### config.mk
export PLATFORM = sky130hd
export DESIGN_NAME = scl_cell
export DESIGN_NICKNAME = d
export VERILOG_FILES = /design/src/design/scl_pkg.sv /design/src/design/scl_cell.sv
export SDC_FILE = /design/constraint.sdc
export NUM_CORES = 1
export LEC_CHECK = 0
export BUFFER_PORTS_ARGS = -buffer_cell sky130_fd_sc_hd__buf_4
export CORE_MARGIN = 3
export CORE_UTILIZATION = 50
export CTS_CLUSTER_SIZE = 10
export DETAILED_ROUTE_END_ITERATION = 16
export GPL_TIMING_DRIVEN = 0
export PLACE_DENSITY = 0.72
export SLEW_MARGIN = 10
export SYNTH_ARGS = -nofsm -noshare
export SYNTH_HDL_FRONTEND = slang
export SYNTH_SLANG_ARGS = --single-unit
### constraint.sdc
create_clock -name clk -period 4.3 [get_ports clk]
set_input_delay 0.43 -clock clk [delete_from_list [all_inputs] [get_ports clk]]
set_output_delay 0.43 -clock clk [all_outputs]
set_load 0.03 [all_outputs]
### src/design/scl_pkg.sv
// Package for the station credit ledger: table size, command and status codes,
// and the word and token types shared by the cell row and the controller.
// Depends on nothing.
package scl_pkg;

	// Number of table entries, one cell each.
	localparam int STATIONS = 16;
	localparam int IDX_W    = (STATIONS > 1) ? $clog2(STATIONS) : 1;

	// Command codes; code 3 behaves as a query.
	localparam logic [1:0] CMD_NONCE = 2'd0;
	localparam logic [1:0] CMD_SET   = 2'd1;
	localparam logic [1:0] CMD_QUERY = 2'd2;

	// Result status codes.
	localparam logic [1:0] STAT_OK   = 2'd0;
	localparam logic [1:0] STAT_FULL = 2'd1;
	localparam logic [1:0] STAT_MISS = 2'd2;

	// Request word.
	typedef struct packed {
		logic [1:0]  cmd;
		logic [31:0] station_key;
		logic [63:0] new_balance;
		logic [31:0] new_rate;
	} scl_in_t;

	// Result word.
	typedef struct packed {
		logic [1:0]  status;
		logic [3:0]  slot;
		logic [63:0] balance_out;
		logic [31:0] rate_out;
		logic [31:0] accepted_out;
		logic        has_credit;
		logic [31:0] relayed_total;
		logic [31:0] issued_total;
	} scl_out_t;

	// Token that walks the cell row. In the search pass it gathers the
	// matching entry and the first free entry; in the update pass it carries
	// the target index and comes back with the entry contents.
	typedef struct packed {
		logic             vld;
		logic             phase;     // 0 search, 1 update
		logic [1:0]       cmd;
		logic [31:0]      key;
		logic [63:0]      bal;
		logic [31:0]      rate;
		logic [31:0]      acc;
		logic             hit;
		logic [IDX_W-1:0] hit_idx;   // target index in the update pass
		logic             free;
		logic [IDX_W-1:0] free_idx;
		logic             alloc;
		logic [IDX_W-1:0] pos;
	} scl_tok_t;

endpackage

### src/design/scl_cell.sv
// One ledger cell: holds a single table entry and passes the command token on
// to its neighbor every cycle, searching or updating on the way.
// Depends on scl_pkg.
module scl_cell import scl_pkg::*; (
	input  logic     clk,
	input  logic     arst_n,
	input  scl_tok_t tin,
	output scl_tok_t tout
);

	logic        valid_q;
	logic [31:0] key_q;
	logic [63:0] bal_q;
	logic [31:0] rate_q;
	logic [31:0] acc_q;

	scl_tok_t tok_q;
	logic     vld_q;
	scl_tok_t tok_nxt;

	logic        match;
	logic        target;
	logic [63:0] base_bal;
	logic [31:0] base_rate;
	logic [31:0] base_acc;
	logic [63:0] new_bal;
	logic [31:0] new_rate;
	logic [31:0] new_acc;

	assign match  = valid_q && (key_q == tin.key);
	assign target = tin.vld && tin.phase && (tin.pos == tin.hit_idx);

	// Starting contents: a fresh entry when allocating, else the stored one.
	// For a nonce the token's rate field holds the default reward.
	assign base_bal  = tin.alloc ? 64'd0 : bal_q;
	assign base_rate = tin.alloc ? tin.rate : rate_q;
	assign base_acc  = tin.alloc ? 32'd0 : acc_q;

	// Apply the command to the entry.
	always_comb begin
		new_bal  = base_bal;
		new_rate = base_rate;
		new_acc  = base_acc;
		case (tin.cmd)
			CMD_NONCE: begin
				new_bal = base_bal + {32'd0, base_rate};
				new_acc = base_acc + 32'd1;
			end
			CMD_SET: begin
				new_bal  = tin.bal;
				new_rate = tin.rate;
			end
			default: begin
			end
		endcase
	end

	// Token seen by the next cell.
	always_comb begin
		tok_nxt     = tin;
		tok_nxt.pos = tin.pos + IDX_W'(1);
		if (tin.vld && !tin.phase) begin
			if (match && !tin.hit) begin
				tok_nxt.hit     = 1'b1;
				tok_nxt.hit_idx = tin.pos;
			end
			if (!valid_q && !tin.free) begin
				tok_nxt.free     = 1'b1;
				tok_nxt.free_idx = tin.pos;
			end
		end
		if (target) begin
			tok_nxt.bal  = new_bal;
			tok_nxt.rate = new_rate;
			tok_nxt.acc  = new_acc;
		end
	end

	// Token valid bit and entry valid mark.
	always_ff @(posedge clk or negedge arst_n) begin
		if (!arst_n) begin
			vld_q   <= 1'b0;
			valid_q <= 1'b0;
		end else begin
			vld_q <= tin.vld;
			if (target) begin
				valid_q <= 1'b1;
			end
		end
	end

	// Token payload and entry contents.
	always_ff @(posedge clk) begin
		tok_q <= tok_nxt;
		if (target) begin
			key_q  <= tin.key;
			bal_q  <= new_bal;
			rate_q <= new_rate;
			acc_q  <= new_acc;
		end
	end

	always_comb begin
		tout     = tok_q;
		tout.vld = vld_q;
	end

endmodule

==> results_dict.tcl <==
set metrics [dict create \
    outcome "completed" \
    crit_path_end_kind "flip-flop" \
    r2r_start "rate_q[13]" \
    grt_pass1_vias 15500 \
    final_nets 2457 \
    hold_viol_final 0 \
    r2r_end "bal_q[48]" \
    dp_cells 2614 \
    layout_common_cells "buf_4 (374), nand2_1 (289), nor2_1 (239)" \
    hp-class "in -> reg" \
    cellPowerDensity_nw_per_um2 365 \
    grt_pass1_wl_um 90600 \
    synthesis.area_um2 17100 \
    pre_cts_ws_ns -1.81 \
    via_per_inst 5.76 \
    area_growth_pct 29.0 \
    ys_warn_count 0 \
    whs_ns 0.0267 \
    insertion_delay_ns 0.56 \
    syn_avg_cell_area_um2 9.46 \
    path_clk_slew_ns 0.05 \
    drt.antenna.violating_nets 0 \
    min_from "tin[143]" \
    start_kind "input port" \
    multi_input_area_um2 8330 \
    row_count 67 \
    max_freq_ghz 0.241 \
    period_share_pct 96.4 \
    remaining_drc_errors 0 \
    coreArea_um2 33600 \
    start_util_pct 50.8 \
    post_drt_wl_per_cell_um 22.6 \
    cts_made_buffers 41 \
    max-cap-violations 0 \
    wl_um 61500 \
    critPathRequiredTime_ns 4.75 \
    rsz0062_at_grt "false" \
    p_leak_nw 8.99 \
    fin_skew_ns 0.0239 \
    boundaryPins 360 \
    async_flop_share_pct 0.588 \
    layout-drive-gt1-share_pct 24.2 \
    setup_viol 0 \
    synth_ff_type "dfxtp_1" \
    crit_path_max_fanout 19 \
    root_buffer "clkbuf_16" \
    synth_edf_count 160 \
    layout_commonest_cell "buf_4" \
    cts_tree "built" \
    grtUsageTotal_pct 32.9 \
    post-dp-hpwl_um 44800 \
    grt_overflow 0 \
    grt_max_degree 88 \
    die_area_um2 36400 \
    drv_slew 0 \
    place.gp.congestion 0.973 \
    regArea_um2 8420 \
    final_cell_count_no_fill 2722 \
    syn_nets 2022 \
    first_iter_violations 1405 \
    clk_path_buf_depth 3 \
    die_w_um 191 \
    finalWorstSetupSlack_ns 0.153 \
    synth_seq_cells 340 \
    reg2reg_depth 12 \
    antenna_found_initial 2 \
    port_buffers 359 \
    syn-instance-count 1806 \
    fin_crit_ns 4.15 \
    slew_headroom_pct 11.6 \
    hold_path_end "tout[143]" \
    tightest_slew_ns 1.32 \
    whs_path_depth 1 \
    die_y_um 191 \
    r2r_slack_ns 0.59 \
    cts-htree-levels 2 \
    ys_seq_area_share_pct 49.3 \
    arrival_ns 4.59 \
    drt-pass1-iter-count 6 \
    n_fill_cell 2737 \
    synth_cell_types 88 \
    cts_num_sinks 340 \
    vias 15700 \
    crit_type "in -> reg" \
    vdd_ir_drop_max_uv 379 \
]
per-stage QoR:
step | util, % | area [µm²] | total power (W) | setup TNS, ns
after detailed placement | 60.7 | 20400 | 0.00494 | -150.90
after CTS | 65.4 | 22000 | 0.00807 | 0
after global routing | 65.6 | 22000 | 0.00831 | 0
after floorplan | - | 17100 | 0.00438 | 0
after global placement | 60.6 | 20400 | 0.00492 | -467.85
final | 65.6 | 22000 | 0.00805 | 0
layout make-up:
cell class              count  share of cell area [%]
clock inverters             5                   0.170
repair buffers            398                    14.0
diodes                      2                  0.0227
clock buffers              69                    5.18
flip-flops and latches    340                    38.2
well taps                 448                    2.54
multi-input cells        1355                    37.8
plain buffers              84                    1.77
inverters                  21                   0.358
worst max-delay path, stage by stage:
cell and delay (ns):
buf_4 0.22, buf_12 0.24, clkbuf_8 0.23, buf_4 0.22, mux2_2 0.38, ha_1 0.41
a21o_1 0.23, a31oi_1 0.26, o2111ai_2 0.23, o211ai_1 0.31, buf_4 0.16, nand3_1 0.38
and3_1 0.37, o311a_1 0.34, o22a_1 0.16
layer usage:
metal	GRT usage, %	part of all wire (%)	vias up
met5	0	0	-
met4	14.3	4.6	0
met3	7.65	9.5	156
met2	52.1	45	788
met1	43.4	41	7461
li1	-	-	7287
report_power, final:
group,total (W),internal [W],switching (W)
combinational,0.00136,0.000528,0.000830
clock,0.00312,0.00180,0.00132
sequential,0.00357,0.00353,0.0000448
synth_stat cells, types with 34 or more instances:
| library cell | number | share of area [%] |
|---|---|---|
| o21ai_0 | 60 | 1.8 |
| xnor2_1 | 64 | 3.3 |
| nor2b_1 | 57 | 2.1 |
| dfxtp_1 | 178 | 21 |
| edfxtp_1 | 160 | 28 |
| nand3_1 | 51 | 1.5 |
| nand2b_1 | 41 | 1.5 |
| ha_1 | 34 | 2.5 |
| nand2_1 | 289 | 6.3 |
| a21oi_1 | 66 | 1.9 |
| clkbuf_1 | 64 | 1.4 |
| mux2_2 | 71 | 4.7 |
| nor2_1 | 240 | 5.3 |
timing repair:
| item | in CTS | in global routing |
|---|---|---|
| gates resized for setup | 27 | 12 |
| pin swaps | 5 | 6 |
| endpoints found under the hold margin | 30 | 0 |
| endpoints found under the setup margin | 117 | 46 |
| buffers inserted | 6 | 3 |
| hold buffers | 29 | 0 |
state kept, by name, summed over array words and instances (netlist names):
register  count
acc_q        32
valid_q       1
key_q        32
bal_q        64
vld_q         1
rate_q       32
tout        178
kinds of logic after synthesis:
family	after synthesis	share of synthesized area, %
AOI/OAI and AO/OA	323	13.3
xor gates and xnor gates	88	4.51
adders and majority gates	35	2.61
buffers and inverters	111	2.53
DFF	340	49.3
muxes	83	5.38
and+or+nand+nor	826	22.4
worst max path at each step:
stage                     startpoint        end  slack, ns  depth (start not counted)
after CTS                     tin[4]  bal_q[45]       0.02                         17
after global placement        tin[0]   tout[79]      -1.97                          9
after global routing          tin[4]  bal_q[48]       0.05                         16
after floorplan               tin[4]  bal_q[45]       0.01                         16
after detailed placement      tin[4]  bal_q[45]      -1.81                         17
final                         tin[4]  tout[141]       0.15                         15
Power figures use the tool's default switching activity.
